## src/tqs_pkg.sv

```systemverilog
// Shared constants and types for the tone queue sequencer.
package tqs_pkg;

  localparam int QUEUE_DEPTH = 4;
  localparam int IDX_W = $clog2(QUEUE_DEPTH);
  localparam int CNT_W = $clog2(QUEUE_DEPTH + 1);
  localparam int FREQ_W = 16;
  localparam int ENTRY_W = 3 * FREQ_W;
  localparam int STEP_W = $clog2(FREQ_W);
  localparam logic [FREQ_W-1:0] DIVIDEND = 16'hffff;
  localparam logic [FREQ_W-1:0] SAT_MAX = 16'hffff;

  localparam logic KIND_PUSH = 1'b0;
  localparam logic KIND_TICK = 1'b1;

  typedef enum logic [2:0] {
    S_IDLE,
    S_FETCH,
    S_DECIDE,
    S_DIV,
    S_WRITE
  } state_t;

  typedef struct packed {
    logic [FREQ_W-1:0] freq;
    logic [FREQ_W-1:0] on_time;
    logic [FREQ_W-1:0] off_time;
  } entry_t;

endpackage

```

## src/tqs_ram.sv

```systemverilog
// Generic single-port-write, single-port-read RAM with registered read data.
module tqs_ram #(
  parameter int WIDTH = 8,
  parameter int DEPTH = 4
) (
  input  logic                     clk,
  input  logic                     we,
  input  logic [$clog2(DEPTH)-1:0] waddr,
  input  logic [WIDTH-1:0]         wdata,
  input  logic                     re,
  input  logic [$clog2(DEPTH)-1:0] raddr,
  output logic [WIDTH-1:0]         rdata
);

  logic [WIDTH-1:0] mem [DEPTH];

  always_ff @(posedge clk) begin
    if (we) begin
      mem[waddr] <= wdata;
    end
    if (re) begin
      rdata <= mem[raddr];
    end
  end

endmodule

```

## src/tqs_divider.sv

```systemverilog
// Restoring serial divider that computes 0xffff divided by a 15-bit divisor.
module tqs_divider (
  input  logic                           clk,
  input  logic                           rst,
  input  logic                           start,
  input  logic [tqs_pkg::FREQ_W-2:0]     divisor,
  output logic                           done,
  output logic [tqs_pkg::FREQ_W-1:0]     quotient
);

  logic                          busy;
  logic [tqs_pkg::STEP_W-1:0]    step;
  logic [tqs_pkg::FREQ_W-2:0]    dvs;
  logic [tqs_pkg::FREQ_W-2:0]    rem;
  logic [tqs_pkg::FREQ_W-1:0]    rem_sh;
  logic                          fits;
  logic [tqs_pkg::FREQ_W-1:0]    rem_sub;

  always_comb begin
    rem_sh  = {rem, quotient[tqs_pkg::FREQ_W-1]};
    fits    = rem_sh >= {1'b0, dvs};
    rem_sub = rem_sh - {1'b0, dvs};
  end

  always_ff @(posedge clk) begin
    if (rst) begin
      busy <= 1'b0;
      done <= 1'b0;
      step <= '0;
    end else begin
      done <= 1'b0;
      if (start) begin
        busy <= 1'b1;
        step <= '0;
      end else if (busy) begin
        step <= step + 1'b1;
        if (step == tqs_pkg::STEP_W'(tqs_pkg::FREQ_W - 1)) begin
          busy <= 1'b0;
          done <= 1'b1;
        end
      end
    end
  end

  always_ff @(posedge clk) begin
    if (start) begin
      dvs      <= divisor;
      rem      <= '0;
      quotient <= tqs_pkg::DIVIDEND;
    end else if (busy) begin
      rem      <= fits ? rem_sub[tqs_pkg::FREQ_W-2:0] : rem_sh[tqs_pkg::FREQ_W-2:0];
      quotient <= {quotient[tqs_pkg::FREQ_W-2:0], fits};
    end
  end

endmodule

```

## src/tone_queue_sequencer.sv

```systemverilog
// Top level of the tone queue sequencer: queue control, tick sequencer and output register.
// A push transaction, or a tick on an empty queue, loads its result from S_WRITE.
// Other ticks pass S_FETCH and S_DECIDE first, and S_DIV too when a new compare
// value is computed: the serial divider produces one quotient bit per cycle.
// S_WRITE waits for out_ready while out_valid is high; in_ready is high only while idle.
// Synchronous reset empties the queue and clears the elapsed time and the held tone.
module tone_queue_sequencer (
  input  logic        clk,
  input  logic        rst,
  input  logic        in_valid,
  output logic        in_ready,
  input  logic        kind,
  input  logic [15:0] tone_freq,
  input  logic [15:0] on_ms,
  input  logic [15:0] off_ms,
  output logic        out_valid,
  input  logic        out_ready,
  output logic        sounding,
  output logic [15:0] drive_freq,
  output logic [15:0] compare_value,
  output logic [2:0]  queue_count,
  output logic        push_dropped,
  output logic        tone_finished
);

  localparam int D = tqs_pkg::QUEUE_DEPTH;
  localparam int IW = tqs_pkg::IDX_W;
  localparam int CW = tqs_pkg::CNT_W;
  localparam int FW = tqs_pkg::FREQ_W;

  tqs_pkg::state_t state, state_next;

  logic [IW-1:0]  head;
  logic [CW-1:0]  fill;
  logic [FW-1:0]  elapsed;
  logic [FW-1:0]  held_freq;
  logic [FW-1:0]  held_compare;
  logic           dropped;
  logic           finished;

  logic [FW-1:0]  ent_freq;
  logic [FW-1:0]  ent_off;
  logic [FW-1:0]  gap;
  logic           on_phase;

  logic           accept;
  logic           is_full;
  logic           is_empty;
  logic           off_phase;
  logic           freq_zero;
  logic           half_zero;
  logic           ram_we;
  logic           ram_re;
  logic           div_start;
  logic           div_done;
  logic [FW-1:0]  div_quot;
  logic           out_load;

  logic [CW:0]    tail_sum;
  logic [IW-1:0]  tail;
  logic [IW-1:0]  head_inc;
  logic [CW+2:0]  fill_ext;

  tqs_pkg::entry_t wr_entry;
  tqs_pkg::entry_t rd_entry;

  always_comb begin
    accept    = in_valid && in_ready;
    is_full   = fill >= CW'(D);
    is_empty  = fill == '0;
    off_phase = (gap < ent_off) && (elapsed != tqs_pkg::SAT_MAX);
    freq_zero = ent_freq == '0;
    half_zero = ent_freq[FW-1:1] == '0;
    tail_sum  = (CW+1)'(head) + (CW+1)'(fill);
    tail      = (tail_sum >= (CW+1)'(D)) ? IW'(tail_sum - (CW+1)'(D)) : IW'(tail_sum);
    head_inc  = (head == IW'(D - 1)) ? '0 : head + 1'b1;
    fill_ext  = (CW+3)'(fill);
    wr_entry.freq     = tone_freq;
    wr_entry.on_time  = on_ms;
    wr_entry.off_time = off_ms;
  end

  always_comb begin
    state_next = state;
    case (state)
      tqs_pkg::S_IDLE: begin
        if (accept) begin
          if (kind == tqs_pkg::KIND_TICK && !is_empty) begin
            state_next = tqs_pkg::S_FETCH;
          end else begin
            state_next = tqs_pkg::S_WRITE;
          end
        end
      end
      tqs_pkg::S_FETCH: state_next = tqs_pkg::S_DECIDE;
      tqs_pkg::S_DECIDE: begin
        if (on_phase && !freq_zero && !half_zero) begin
          state_next = tqs_pkg::S_DIV;
        end else begin
          state_next = tqs_pkg::S_WRITE;
        end
      end
      tqs_pkg::S_DIV: begin
        if (div_done) begin
          state_next = tqs_pkg::S_WRITE;
        end
      end
      tqs_pkg::S_WRITE: begin
        if (!out_valid || out_ready) begin
          state_next = tqs_pkg::S_IDLE;
        end
      end
      default: state_next = tqs_pkg::S_IDLE;
    endcase
  end

  always_comb begin
    in_ready  = 1'b0;
    ram_we    = 1'b0;
    ram_re    = 1'b0;
    div_start = 1'b0;
    out_load  = 1'b0;
    case (state)
      tqs_pkg::S_IDLE: begin
        in_ready = 1'b1;
        ram_we   = accept && kind == tqs_pkg::KIND_PUSH && !is_full;
        ram_re   = accept && kind == tqs_pkg::KIND_TICK;
      end
      tqs_pkg::S_DECIDE: div_start = on_phase && !freq_zero && !half_zero;
      tqs_pkg::S_WRITE:  out_load = !out_valid || out_ready;
      default: ;
    endcase
  end

  always_ff @(posedge clk) begin
    if (rst) begin
      state <= tqs_pkg::S_IDLE;
    end else begin
      state <= state_next;
    end
  end

  tqs_ram #(
    .WIDTH(tqs_pkg::ENTRY_W),
    .DEPTH(D)
  ) u_store (
    .clk  (clk),
    .we   (ram_we),
    .waddr(tail),
    .wdata(wr_entry),
    .re   (ram_re),
    .raddr(head),
    .rdata(rd_entry)
  );

  tqs_divider u_div (
    .clk     (clk),
    .rst     (rst),
    .start   (div_start),
    .divisor (ent_freq[FW-1:1]),
    .done    (div_done),
    .quotient(div_quot)
  );

  always_ff @(posedge clk) begin
    if (state == tqs_pkg::S_FETCH) begin
      ent_freq <= rd_entry.freq;
      ent_off  <= rd_entry.off_time;
      gap      <= elapsed - rd_entry.on_time;
      on_phase <= elapsed < rd_entry.on_time;
    end
  end

  always_ff @(posedge clk) begin
    if (rst) begin
      head         <= '0;
      fill         <= '0;
      elapsed      <= '0;
      held_freq    <= '0;
      held_compare <= '0;
      dropped      <= 1'b0;
      finished     <= 1'b0;
    end else begin
      case (state)
        tqs_pkg::S_IDLE: begin
          if (accept) begin
            dropped  <= 1'b0;
            finished <= 1'b0;
            if (kind == tqs_pkg::KIND_PUSH) begin
              if (is_full) begin
                dropped <= 1'b1;
              end else begin
                fill <= fill + 1'b1;
              end
            end else if (is_empty) begin
              held_freq    <= '0;
              held_compare <= '0;
              elapsed      <= '0;
            end
          end
        end
        tqs_pkg::S_DECIDE: begin
          if (on_phase) begin
            held_freq <= ent_freq;
            elapsed   <= elapsed + 1'b1;
            if (freq_zero) begin
              held_compare <= '0;
            end else if (half_zero) begin
              held_compare <= tqs_pkg::SAT_MAX;
            end
          end else if (off_phase) begin
            held_freq    <= '0;
            held_compare <= '0;
            elapsed      <= elapsed + 1'b1;
          end else begin
            head     <= head_inc;
            fill     <= fill - 1'b1;
            elapsed  <= '0;
            finished <= 1'b1;
          end
        end
        tqs_pkg::S_DIV: begin
          if (div_done) begin
            held_compare <= div_quot;
          end
        end
        default: ;
      endcase
    end
  end

  always_ff @(posedge clk) begin
    if (rst) begin
      out_valid <= 1'b0;
    end else if (out_load) begin
      out_valid <= 1'b1;
    end else if (out_ready) begin
      out_valid <= 1'b0;
    end
  end

  always_ff @(posedge clk) begin
    if (out_load) begin
      sounding      <= held_freq != '0;
      drive_freq    <= held_freq;
      compare_value <= held_compare;
      queue_count   <= fill_ext[2:0];
      push_dropped  <= dropped;
      tone_finished <= finished;
    end
  end

endmodule
```

## config.mk

```make
export PLATFORM = sky130hd
export DESIGN_NAME = tone_queue_sequencer
export DESIGN_NICKNAME = d
export VERILOG_FILES = /design/src/tqs_pkg.sv /design/src/tqs_ram.sv /design/src/tqs_divider.sv /design/src/tone_queue_sequencer.sv
export SDC_FILE = /design/constraint.sdc
export NUM_CORES = 1
export LEC_CHECK = 0
export BUFFER_PORTS_ARGS = -buffer_cell sky130_fd_sc_hd__buf_2
export CORE_UTILIZATION = 42
export CTS_BUF_LIST = sky130_fd_sc_hd__clkbuf_16
export CTS_CLUSTER_DIAMETER = 200
export CTS_CLUSTER_SIZE = 14
export DETAILED_ROUTE_END_ITERATION = 10
export PLACE_DENSITY_LB_ADDON = 0.3
export REMOVE_ABC_BUFFERS = 1
export SETUP_SLACK_MARGIN = 0.02
export SLEW_MARGIN = 30
export SYNTH_ARGS = -nofsm -noshare
export SYNTH_HDL_FRONTEND = slang
export SYNTH_HIERARCHICAL = 1
export SYNTH_SLANG_ARGS = --single-unit
```

## constraint.sdc

```tcl
create_clock -name clk -period 14.5 [get_ports clk]
set_input_delay 2.175 -clock clk [delete_from_list [all_inputs] [get_ports clk]]
set_output_delay 2.175 -clock clk [all_outputs]
set_load 0.05 [all_outputs]
```

======== Word-level counts from Yosys, hierarchy flattened ========
Memory sizes are Yosys's and may differ from the RTL's. A register that Yosys moved wholly into a read port is not among the register bits.
Cells that the tools add are included.
word-level totals
  memories kept ........................... 1
  input port bits ......................... 53
  bits in registers ....................... 198
  output and inout bits ................... 40
  RAM bits ................................ 192
  logic and storage cells ................. 142
cells by class
  reductions and logical operators ........ 32
  add/subtract/negate cells ............... 9
  bitwise operators ....................... 4
  multiplexer cells ....................... 48
  equal/unequal tests ..................... 18
  order comparisons ....................... 5
memories
  name         words  bits a word  rd ports  clocked after Yosys merged registers in  write ports  RTL line       text
  u_store.mem  4      48           1         1                                        1            tqs_ram.sv:15  logic [WIDTH-1:0] mem [DEPTH];
operators by type and width
  cell                                                              count
  16-bit 2-to-1 mux                                                 11
  16-bit one-hot mux with 2 select lines                            2
  16-bit one-hot mux with 3 select lines                            1
  16-bit < comparator                                               2
  3-bit 2-to-1 mux                                                  10
  1-bit 2-to-1 mux                                                  18
  16-bit by 1-bit adder with 16-bit output (second input constant)  1
  16-bit by 15-bit greater-or-equal comparator with 1-bit output    1
  16-bit zero test                                                  1
  16-bit inequality test (second input constant)                    1
  2-bit inequality test (second input constant)                     8
  16-bit nonzero test                                               1
  16-bit subtractor                                                 1
  15-bit zero test                                                  1
  15-bit 2-to-1 mux                                                 1
  3-bit one-hot mux with 5 select lines                             1
  15-bit subtractor                                                 1
  1-bit logical AND                                                 8
  4-bit AND reduction                                               2
  7-bit AND reduction                                               1
  3-bit by 2-bit == test with 1-bit output (second input constant)  2
  3-bit zero test                                                   2
  3-bit one-hot mux with 2 select lines                             1
  3-bit AND reduction                                               2
  27 further kinds                                                  36

======== Logic depth before layout (Yosys ltp) ========
Gate-level depths: netlist of run 1.
  word-level depth ........................ 8
  mapped depth ............................ 12
  gate-level depth less buffers ........... 10

======== By module ========
The synthesis of run 1 kept the hierarchy.
modules (own cells, without submodules)
  module                instances  area an instance (um^2)  cells an instance
  tqs_ram               1          8390.5                   302
  tone_queue_sequencer  1          6552.5                   587
  tqs_divider           1          2780.2                   287

======== Worst setup path after synthesis of run 1 ========
No wires, ideal clock.
  path type ............................... in2reg
  start point ............................. input in_valid
  end point ............................... memory u_store/mem[0][0] (netlist bit), enable pin
  setup time .............................. 0.524 ns
  stages on the path ...................... 3
  path buffers ............................ 0
  data arrival time ....................... 6.355 ns
  slack ................................... 7.621 ns
  cell sequence ........................... nand2_1 > nor3_1 > nor3b_1
on the way
  cells in the longest elaborated chain, start to end .. 6
ends and longest elaborated chain
  element                                 RTL line                     text
  start, declared                         tone_queue_sequencer.sv:10   input logic in_valid,
  1-bit logical AND                       tone_queue_sequencer.sv:68   accept = in_valid && in_ready;
  1-bit logical AND (2 in a row)          tone_queue_sequencer.sv:126  ram_we = accept && kind == tqs_pkg::KIND_PUSH && !is_full;
  1-bit 2-to-1 mux                        tone_queue_sequencer.sv:123  case (state)
  via ram_we                              tone_queue_sequencer.sv:52   logic ram_we;
  1-bit 2-to-1 mux                        tqs_ram.sv:18                if (we) begin
  1-bit 2-to-1 mux (not written as such)  tqs_ram.sv:19                mem[waddr] <= wdata;
  end, declared                           tqs_ram.sv:15
The timed path passes the listed nets, and every way through them passes these cells.

======== Worst setup path after layout of run 1 ========
  start point ............................. register state[1]
  end point ............................... register u_div/rem[13] (netlist bit)
on the way
  cells in the longest elaborated chain, start to end .. 2
ends and longest elaborated chain
  element                                   RTL line                     text
  start, declared                           tone_queue_sequencer.sv:31   tqs_pkg::state_t state, state_next;
  start signal, assigned                    tone_queue_sequencer.sv:137  state <= tqs_pkg::S_IDLE;
  start signal, assigned                    tone_queue_sequencer.sv:139  state <= state_next;
  3-bit by 2-bit == test with 1-bit output  tone_queue_sequencer.sv:123
  1-bit 2-to-1 mux                          tone_queue_sequencer.sv:123
  via div_start                             tone_queue_sequencer.sv:54   logic div_start;
  end signal, assigned                      tqs_divider.sv:51            rem <= fits ? rem_sub[tqs_pkg::FREQ_W-2:0] : rem_sh[tqs_pkg::FREQ_W-2:0];
  end, declared                             tqs_divider.sv:14            logic [tqs_pkg::FREQ_W-2:0] rem;
The timed path passes the listed nets, and every way through them passes these cells.
A chain may end at the register's enable or synchronous reset.

==> flow_summary.html, run 1 <==
<table>
<tr><th>Metric</th><th>Value</th></tr>
<tr><th colspan="2">Logic synthesis</th></tr>
<tr><td>Simple-gate area share of the yosys netlist</td><td>about 7.2%</td></tr>
<tr><td>Async SR Flop Fraction</td><td>0%</td></tr>
<tr><td>Combinational family with the most area after synthesis</td><td>compound AO/OA/AOI/OAI gates</td></tr>
<tr><td>Multiplexer share of the synthesized area</td><td>7.116%</td></tr>
<tr><td>Yosys Warn Count</td><td>6</td></tr>
<tr><td>Most frequently used flop master after synthesis</td><td>sky130_fd_sc_hd__edfxtp_1</td></tr>
<tr><td>Number of different library cells in the post-synthesis netlist</td><td>between 70 and 80</td></tr>
<tr><td>Post-synthesis cell area</td><td>between 15,000 and 20,000 um^2</td></tr>
<tr><td>XOR/XNOR share of the synthesized area</td><td>1.285%</td></tr>
<tr><td>FF+latch count, synth</td><td>about 440</td></tr>
<tr><td>Proportion of synthesized chip area in sequential cells</td><td>roughly 69%</td></tr>
<tr><td>Share of the synthesized area in compound gates (AO/OA/AOI/OAI)</td><td>slightly below 9%</td></tr>
<tr><td>Cell count after synthesis</td><td>around 1,200</td></tr>
<tr><td>Adder-Cell Fraction of Synth Area</td><td>slightly below 4%</td></tr>
<tr><td>Count of flip-flops with a built-in enable after synthesis</td><td>between 300 and 400</td></tr>
<tr><td>Syn_area_per_cell</td><td>roughly 15 um^2</td></tr>
<tr><th colspan="2">Status</th></tr>
<tr><td>Run status</td><td>finished, final reports clean</td></tr>
<tr><th colspan="2">Timing</th></tr>
<tr><td>Slew Viols, Final</td><td>0</td></tr>
<tr><td>Unrepaired setup endpoints after global routing</td><td>false</td></tr>
<tr><td>Max-slew headroom at the worst pin</td><td>about 47%</td></tr>
<tr><td>Final worst path period share</td><td>between 20 and 30%</td></tr>
<tr><td>Largest clock skew in the final design</td><td>about 29 ps</td></tr>
<tr><td>Summed negative setup slack over all endpoints</td><td>0 ps</td></tr>
<tr><td>Post-layout min period</td><td>approximately 4000 ps</td></tr>
<tr><td># setup viols final</td><td>0</td></tr>
<tr><td>Fin worst setup slack</td><td>around 10,000 ps</td></tr>
<tr><td>Transition time of the tightest slew-check pin</td><td>about 790 ps</td></tr>
<tr><td>Number of failing hold endpoints at the final stage</td><td>0</td></tr>
<tr><td>Max Clk Rate</td><td>around 250 MHz</td></tr>
<tr><th colspan="2">Place</th></tr>
<tr><td>Post-placement cell area</td><td>18,720 um^2</td></tr>
<tr><td>Placed wire-length estimate after detailed placement</td><td>20,970 um</td></tr>
<tr><td>Worst Setup Slack post-DPL</td><td>roughly 10,000 ps</td></tr>
<tr><td>Placer's final routability congestion estimate</td><td>0.8553</td></tr>
<tr><td>Port Buffers</td><td>92</td></tr>
<tr><th colspan="2">Clock tree</th></tr>
<tr><td>Insertion delay to the later sink of the worst-skew pair</td><td>550 ps</td></tr>
<tr><td>Quantity of gates resized following cts</td><td>0</td></tr>
<tr><td>Number of buffers created by CTS</td><td>37</td></tr>
<tr><td>Clock sink count</td><td>~440</td></tr>
<tr><td>Total of hold buffers inserted after clock tree synthesis</td><td>0</td></tr>
<tr><td>Maximum level of the CTS H-tree</td><td>2</td></tr>
<tr><td>TritonCTS clock tree</td><td>done</td></tr>
<tr><td>Clock-pin slew reported for the worst setup and hold paths after clock tree synthesis</td><td>roughly 80 ps</td></tr>
<tr><td>Total setup buffers inserted after CTS</td><td>0</td></tr>
<tr><td>CTS root buffer</td><td>sky130_fd_sc_hd__clkbuf_16</td></tr>
<tr><td>Number of buffers on the longest clock path</td><td>3</td></tr>
<tr><th colspan="2">Global routing</th></tr>
<tr><td>Via count of the first global-routing pass</td><td>approximately 9,700</td></tr>
<tr><td>GRT Max-Usage Layer</td><td>met2</td></tr>
<tr><td>Gr ovfl total</td><td>0</td></tr>
<tr><td>Global routing met2 resource utilization</td><td>26.02%</td></tr>
<tr><td>Number of antenna violations at the first check in global routing</td><td>0</td></tr>
<tr><td>Global-route usage over all layers</td><td>15.46%</td></tr>
<tr><td>Fraction of met3 tracks used by global routing</td><td>approximately 2.5%</td></tr>
<tr><td>Largest net degree at the start of global routing</td><td>62</td></tr>
<tr><td>Wire length of the first global-routing pass</td><td>52,850 um</td></tr>
<tr><td>Grt met1 use</td><td>20.86%</td></tr>
<tr><th colspan="2">Cells and area</th></tr>
<tr><td>Finished Cell Area</td><td>19,780 um^2</td></tr>
<tr><td>Count of fill cells added during filler insertion</td><td>around 3,500</td></tr>
<tr><td>Number of nets at the end of the flow</td><td>1,376</td></tr>
<tr><td>Share of final-layout standard cells stronger than drive strength 1</td><td>between 10% and 20%</td></tr>
<tr><td>Post-layout util</td><td>between 40% and 50%</td></tr>
<tr><td>Area growth from synthesis to layout</td><td>11.59%</td></tr>
<tr><th colspan="2">Die</th></tr>
<tr><td>Boundary Pins</td><td>between 90 and 100</td></tr>
<tr><td>Height of the chip</td><td>between 200 and 250 um</td></tr>
<tr><td>Die area</td><td>43,020 um^2</td></tr>
<tr><td>Standard-cell row count</td><td>74</td></tr>
<tr><td>Die width</td><td>207.4 um</td></tr>
<tr><td>Core region area</td><td>approximately 40,000 um^2</td></tr>
<tr><td>Initial Util</td><td>a little over two fifths</td></tr>
<tr><th colspan="2">Routing</th></tr>
<tr><td>Via-per-instance ratio</td><td>around 5.4</td></tr>
<tr><td>Detailed Route WL</td><td>32,950 um</td></tr>
<tr><td>DR iter-0 viols</td><td>approximately 660</td></tr>
<tr><td>Detailed-route wire length per cell</td><td>between 15 and 20 um</td></tr>
<tr><td>Length of the first detailed-routing pass in iterations</td><td>5</td></tr>
<tr><td>Post-DRT Antenna Nets</td><td>0</td></tr>
<tr><td>Detailed-route DRC error count</td><td>0</td></tr>
<tr><td>Detailed-route via count</td><td>about 9,800</td></tr>
<tr><th colspan="2">Worst setup path</th></tr>
<tr><td>Data arrival time at the worst-slack endpoint</td><td>around 4400 ps</td></tr>
<tr><td>Critical path class</td><td>flop to flop</td></tr>
<tr><td>Setup crit end kind</td><td>flop</td></tr>
<tr><td>Peak fanout along the critical path</td><td>37</td></tr>
<tr><td>Type of element launching the critical path</td><td>flop</td></tr>
<tr><td>Endpoint required time on the critical path</td><td>roughly 15,000 ps</td></tr>
<tr><th colspan="2">Job</th></tr>
<tr><td>Number of maximum-capacitance violations</td><td>0</td></tr>
<tr><th colspan="2">Pwr</th></tr>
<tr><td>Design Power</td><td>between 2 and 3 mW</td></tr>
<tr><td>Cell leakage power</td><td>between 6 and 7 nW</td></tr>
<tr><td>Max VDD drop</td><td>93.10 uV</td></tr>
<tr><td>Power density over cell area</td><td>132.8 nW/um^2</td></tr>
<tr><th colspan="2">Min path</th></tr>
<tr><td>HP Class</td><td>flop to flop</td></tr>
</table>
[synthesized netlist by cell type, drive strengths merged (4+ instances only)]
| master | number | area [um^2] |
|---|---|---|
| xnor2 | 18 | 157.7 |
| or3 | 4 | 25.02 |
| nand2b | 6 | 37.54 |
| inv | 67 | 251.5 |
| nand3 | 26 | 135.1 |
| o31ai | 7 | 52.55 |
| a211oi | 23 | 172.7 |
| dfxtp | 96 | 1922 |
| a21oi | 78 | 401.6 |
| nand2 | 57 | 214.0 |
| a311oi | 10 | 125.1 |
| a21o | 5 | 37.54 |
| o21a | 10 | 82.57 |
| ha | 50 | 625.6 |
| nand4 | 12 | 75.07 |
| o211ai | 6 | 50.05 |
| or4 | 10 | 75.07 |
| and3 | 12 | 75.07 |
| nor4 | 13 | 81.33 |
| buf | 25 | 177.7 |
| xor2 | 8 | 70.07 |
| and2 | 4 | 25.02 |
| o21ai | 28 | 143.9 |
| nor2b | 6 | 37.54 |
| nor2 | 69 | 259.0 |
| clkbuf | 26 | 98.84 |
| o21bai | 4 | 33.78 |
| nor3b | 6 | 50.05 |
| nor3 | 16 | 85.08 |
| edfxtp | 342 | 10270 |
| mux4 | 48 | 1081 |
| a31oi | 4 | 25.02 |
| a22oi | 16 | 120.1 |
| mux2i | 18 | 180.2 |
[logic make-up after synthesis]
family | count (synthesis)
AOI/OAI and AO/OA | 221
xor gates and xnor gates | 26
adders and majority gates | 53
buffers and inverters | 119
DFF | 438
muxes | 66
and+or+nand+nor | 253
[registers in the layout, indices dropped and copies added, names as in the netlist, 4 cells and up]
| register | count |
|---|---|
| u_div/step | 4 |
| drive_freq | 16 |
| held_freq | 16 |
| compare_value | 16 |
| ent_freq | 16 |
| u_div/quotient | 16 |
| u_div/dvs | 15 |
| u_store/rdata | 48 |
| gap | 16 |
| elapsed | 16 |
| u_div/rem | 15 |
| held_compare | 16 |
| u_store/mem | 192 |
| ent_off | 16 |
[layer usage]
| metal | part of all wire, % | wire (um) | vias to the layer above |
|---|---|---|---|
| met5 | 0 | 0 | - |
| met4 | 1.6 | 540 | 0 |
| met3 | 3.8 | 1267 | 43 |
| met2 | 49 | 16240 | 185 |
| met1 | 45 | 14900 | 4840 |
| li1 | - | - | 4723 |
[placed cells by master (no fill, tap or decap), types with 37 or more instances in the layout]
master,netlist,final
sky130_fd_sc_hd__a21oi_1,75,75
sky130_fd_sc_hd__buf_2,12,92
sky130_fd_sc_hd__edfxtp_1,342,342
sky130_fd_sc_hd__nor2_1,69,68
sky130_fd_sc_hd__inv_1,67,86
sky130_fd_sc_hd__clkbuf_16,0,37
sky130_fd_sc_hd__mux4_2,48,48
sky130_fd_sc_hd__dfxtp_1,96,93
sky130_fd_sc_hd__nand2_1,57,57
sky130_fd_sc_hd__ha_1,50,50
[worst max-delay path, stage by stage, from the launching register on]
cell and delay, ps:
sky130_fd_sc_hd__dfxtp_1 540, sky130_fd_sc_hd__nor3b_2 440, sky130_fd_sc_hd__and2_1 670, sky130_fd_sc_hd__nand2_1 570, sky130_fd_sc_hd__inv_1 150, sky130_fd_sc_hd__buf_4 440, sky130_fd_sc_hd__inv_1 460, sky130_fd_sc_hd__and3_1 330
sky130_fd_sc_hd__a41oi_1 180, sky130_fd_sc_hd__o31ai_1 100
[metrics by stage]
| stage | hold slack (ps) | cells |
|---|---|---|
| after floorplan | 400.3 | 1124 |
| after global placement | 401.0 | 1762 |
| after detailed placement | 404.5 | 1763 |
| after CTS | 416.5 | 1823 |
| after global routing | 422.7 | 1823 |
| final | 417.7 | 1824 |
[worst paths after layout]
| kind | from | endpoint | slack, ps | cells past startpoint |
|---|---|---|---|---|
| worst max register to register | state[1] | u_div/rem[13] | 10480 | 9 |
| worst min-delay path | u_store/rdata[4] | ent_off[4] | 420 | 0 |
| worst max-delay path | state[1] | u_div/rem[13] | 10480 | 9 |
| worst min register to register | u_store/rdata[4] | ent_off[4] | 420 | 0 |
[area by class of cell]
class                           count  area [um^2]  area share [%]
Sequential cell                   438        12200           61.68
Multi-Input combinational cell    619         5016           25.36
Clock buffer                       37        925.9           4.682
Tap cell                          532        665.6           3.366
Timing Repair Buffer              107        593.1           2.999
Inverter                           67        251.5           1.272
Clock inverter                     23        123.9          0.6263
Antenna cell                        1        2.502         0.01265
[report_power, final]
group | switching, mW | leakage [nW] | internal [mW]
registers | 0.0322 | 3.91 | 1.41
logic | 0.179 | 2.45 | 0.109
clock network | 0.427 | 0.582 | 0.465
total | 0.637 | 6.95 | 1.99
(Power assumes the default switching activity.)
==> inputs of run 2 (changes only) <==
==> constraint.sdc (replaced) <==
create_clock -name clk -period 4.1 [get_ports clk]
set_input_delay 0.615 -clock clk [delete_from_list [all_inputs] [get_ports clk]]
set_output_delay 0.615 -clock clk [all_outputs]
set_load 0.05 [all_outputs]
==> run 2 against run 1 <==
Worst hold slack got worse by 130 ps. Register-to-register slack got worse by 9400 ps. Clock power rose to 3.6 times the previous value. Combinational power increased to 3.6 times the previous value. Clock-buffer cell count increased by 2. First-iteration DRC count shrank 5.2%. Critical path type unchanged. Highest routed layer is now met5.
==> flow_summary.html, run 2 (synthesized netlist as in run 1, its figures left out) <==
<table>
<tr><th>Metric</th><th>Value</th></tr>
<tr><th colspan="2">Cells and area</th></tr>
<tr><td>Share of final-layout standard cells stronger than drive strength 1</td><td>17.94% (+0.050 points)</td></tr>
<tr><td>Number of nets at the end of the flow</td><td>1,377 (+0.073%)</td></tr>
<tr><td>Largest registers ranked by flip-flop count</td><td>u_store/mem x192, u_store/rdata x48</td></tr>
<tr><td>Flip-flop count of the largest register after layout</td><td>192 (unchanged)</td></tr>
<tr><td>Register with the highest flop count</td><td>u_store/mem</td></tr>
<tr><td>Count of fill cells added during filler insertion</td><td>3,485 (-0.80%)</td></tr>
<tr><td>Count of placed standard cells in the final layout, fillers left out</td><td>1,826 (+0.11%)</td></tr>
<tr><td>Finished Cell Area</td><td>19,850 um^2 (+0.35%)</td></tr>
<tr><td>Sequential cell area</td><td>12,200 um^2 (unchanged)</td></tr>
<tr><td>Post-layout util</td><td>48.17% (+0.17 points)</td></tr>
<tr><td>Most used cells in the layout excluding fill and tap cells</td><td>342 x sky130_fd_sc_hd__edfxtp_1, 93 x sky130_fd_sc_hd__dfxtp_1, 92 x sky130_fd_sc_hd__buf_2</td></tr>
<tr><td>Most common library cell in the layout ignoring fill and taps</td><td>sky130_fd_sc_hd__edfxtp_1</td></tr>
<tr><td>Area growth from synthesis to layout</td><td>11.98%</td></tr>
<tr><td>Area of the multi-input gates</td><td>5016 um^2 (unchanged)</td></tr>
<tr><th colspan="2">Clock tree</th></tr>
<tr><td>Total setup buffers inserted after CTS</td><td>0 (unchanged)</td></tr>
<tr><td>Maximum level of the CTS H-tree</td><td>2 (unchanged)</td></tr>
<tr><td>Quantity of gates resized following cts</td><td>0 (unchanged)</td></tr>
<tr><td>Clock-pin slew reported for the worst setup and hold paths after clock tree synthesis</td><td>70 ps (about the same)</td></tr>
<tr><td>Clock sink count</td><td>438 (unchanged)</td></tr>
<tr><td>Total of hold buffers inserted after clock tree synthesis</td><td>0 (unchanged)</td></tr>
<tr><td>Insertion delay to the later sink of the worst-skew pair</td><td>540 ps (about the same)</td></tr>
<tr><td>Number of buffers created by CTS</td><td>37 (unchanged)</td></tr>
<tr><td>TritonCTS clock tree</td><td>done</td></tr>
<tr><td>CTS root buffer</td><td>sky130_fd_sc_hd__clkbuf_16</td></tr>
<tr><td>Number of buffers on the longest clock path</td><td>3 (unchanged)</td></tr>
<tr><th colspan="2">Worst setup path</th></tr>
<tr><td>Setup crit end kind</td><td>flop</td></tr>
<tr><td>Critical-path cell list</td><td>nor4_1, nand4_1, nand2_1, inv_1, buf_4, a21oi_2, a211oi_1</td></tr>
<tr><td>Kind of cell adding the most delay to the critical path</td><td>simple AND/OR/NAND/NOR gates</td></tr>
<tr><td>Data arrival time at the worst-slack endpoint</td><td>3420 ps (-1010 ps)</td></tr>
<tr><td>Sum of buffers and inverters on the critical path</td><td>2 (-1)</td></tr>
<tr><td>Type of element launching the critical path</td><td>flop</td></tr>
<tr><td>Slowest cell on crit path</td><td>sky130_fd_sc_hd__a21oi_2</td></tr>
<tr><td>Endpoint required time on the critical path</td><td>4470 ps (-10,440 ps)</td></tr>
<tr><td>Largest stage delay on the critical path</td><td>620 ps (-50 ps)</td></tr>
<tr><td>Peak fanout along the critical path</td><td>36 (-2.7%)</td></tr>
<tr><td>Critical path class</td><td>flop to flop</td></tr>
<tr><th colspan="2">Routing</th></tr>
<tr><td>Detailed Route WL</td><td>33,890 um (+2.9%)</td></tr>
<tr><td>DR iter-0 viols</td><td>623 (-5.2%)</td></tr>
<tr><td>Detailed-route DRC error count</td><td>0 (unchanged)</td></tr>
<tr><td>Detailed-route wire length per cell</td><td>18.56 um (+2.8%)</td></tr>
<tr><td>Length of the first detailed-routing pass in iterations</td><td>5 (unchanged)</td></tr>
<tr><td>Via-per-instance ratio</td><td>5.409 (+0.77%)</td></tr>
<tr><td>Post-DRT Antenna Nets</td><td>0 (unchanged)</td></tr>
<tr><td>Detailed-route via count</td><td>9,877 (+0.88%)</td></tr>
<tr><th colspan="2">Timing</th></tr>
<tr><td>Summed negative setup slack over all endpoints</td><td>0 ps (unchanged)</td></tr>
<tr><td>Unrepaired setup endpoints after global routing</td><td>false</td></tr>
<tr><td>Slew Viols, Final</td><td>0 (unchanged)</td></tr>
<tr><td>Max Clk Rate</td><td>328.2 MHz (+32%)</td></tr>
<tr><td># setup viols final</td><td>0 (unchanged)</td></tr>
<tr><td>Final worst path period share</td><td>74.31% (+47 points)</td></tr>
<tr><td>Number of failing hold endpoints at the final stage</td><td>0 (unchanged)</td></tr>
<tr><td>Largest clock skew in the final design</td><td>16.40 ps (-12.87 ps)</td></tr>
<tr><td>Max-slew headroom at the worst pin</td><td>46.88% (-0.57 points)</td></tr>
<tr><td>Transition time of the tightest slew-check pin</td><td>796.9 ps (+8.607 ps)</td></tr>
<tr><td>Post-layout min period</td><td>3047 ps (-972.3 ps)</td></tr>
<tr><th colspan="2">Die</th></tr>
<tr><td>Die width</td><td>207.4 um (unchanged)</td></tr>
<tr><td>Die area</td><td>43,020 um^2 (unchanged)</td></tr>
<tr><td>Height of the chip</td><td>207.4 um (unchanged)</td></tr>
<tr><td>Core region area</td><td>41,200 um^2 (unchanged)</td></tr>
<tr><td>Standard-cell row count</td><td>74 (unchanged)</td></tr>
<tr><td>Initial Util</td><td>43.02% (unchanged)</td></tr>
<tr><td>Boundary Pins</td><td>93 (unchanged)</td></tr>
<tr><th colspan="2">Global routing</th></tr>
<tr><td>Number of antenna violations at the first check in global routing</td><td>2 (+2)</td></tr>
<tr><td>Global-route usage over all layers</td><td>15.92% (+0.47 points)</td></tr>
<tr><td>Fraction of met3 tracks used by global routing</td><td>2.496% (-0.015 points)</td></tr>
<tr><td>Global routing met2 resource utilization</td><td>26.99% (+0.98 points)</td></tr>
<tr><td>Gr ovfl total</td><td>0 (unchanged)</td></tr>
<tr><td>Grt met1 use</td><td>21.29% (+0.43 points)</td></tr>
<tr><td>Largest net degree at the start of global routing</td><td>52 (-16%)</td></tr>
<tr><td>Wire length of the first global-routing pass</td><td>54,230 um (+2.6%)</td></tr>
<tr><td>Via count of the first global-routing pass</td><td>9,809 (+1.3%)</td></tr>
<tr><td>GRT Max-Usage Layer</td><td>met2</td></tr>
<tr><th colspan="2">Min path</th></tr>
<tr><td>HP Class</td><td>primary input to flop</td></tr>
<tr><th colspan="2">Job</th></tr>
<tr><td>Number of maximum-capacitance violations</td><td>0 (unchanged)</td></tr>
<tr><th colspan="2">Status</th></tr>
<tr><td>Run status</td><td>finished, final reports clean</td></tr>
<tr><th colspan="2">Place</th></tr>
<tr><td>Post-placement cell area</td><td>18,770 um^2 (+0.26%)</td></tr>
<tr><td>Port Buffers</td><td>92 (unchanged)</td></tr>
<tr><td>Placed wire-length estimate after detailed placement</td><td>21,820 um (+4.1%)</td></tr>
<tr><td>Placer's final routability congestion estimate</td><td>0.8311 (-2.8%)</td></tr>
<tr><td>Total instance count after detailed placement</td><td>1,764 (+0.057%)</td></tr>
<tr><th colspan="2">Pwr</th></tr>
<tr><td>Cell leakage power</td><td>6.981 nW (+0.44%)</td></tr>
<tr><td>Max VDD drop</td><td>365.0 uV (+290%)</td></tr>
<tr><td>Power density over cell area</td><td>471.3 nW/um^2 (+260%)</td></tr>
</table>
-- run 2: cell types whose count changed in the layout (fill, tap and decap cells not counted), sizes merged --
cell / delta
buf: +1
clkbuf: +2
inv: +1
clkinv: -2
-- run 2: area by class of cell --
class	instances	area share, %
repair buffers	108	3.234
clock buffers	39	4.917
well taps	532	3.354
multi-input cells	619	25.27
flip-flops and latches	438	61.46
inverters	67	1.267
diodes	1	0.01261
clock inverters	22	0.4791
-- run 2: power by group --
group	internal [mW]	total [mW]	switching, mW
combinational	0.389	1.03	0.643
clock	1.71	3.21	1.50
sequential	5.00	5.12	0.114
total	7.10	9.35	2.25
-- run 2: metal layers --
metal	vias to the layer above	part of all wire [%]
li1	4724	-
met1	4899	44
met2	206	50
met3	46	4.0
met4	2	2.0
met5	-	0.030
-- run 2: path summary, 6_finish.rpt --
check / startpoint / endpoint / slack [ps] / cells past startpoint
worst max-delay path: ent_freq[1] / held_compare[12] / 1050 / 7
worst min-delay path: on_ms[13] / u_store/mem[0][29] / 290 / 1
worst max register to register: ent_freq[1] / held_compare[12] / 1050 / 7
worst min register to register: u_store/rdata[15] / ent_off[15] / 420 / 0
-- run 2: per-stage QoR --
| step | hold WS (ps) | power (mW) | setup slack [ps] |
|---|---|---|---|
| global route | 273.2 | 9.745 | 754.7 |
| finish | 289.1 | 9.354 | 1053 |
| CTS | 263.4 | 9.459 | 970.2 |
| detailed placement | 404.5 | 6.242 | 1101 |
| global placement | 400.8 | 6.212 | 1233 |
| floorplan | 400.3 | 5.938 | -2829 |
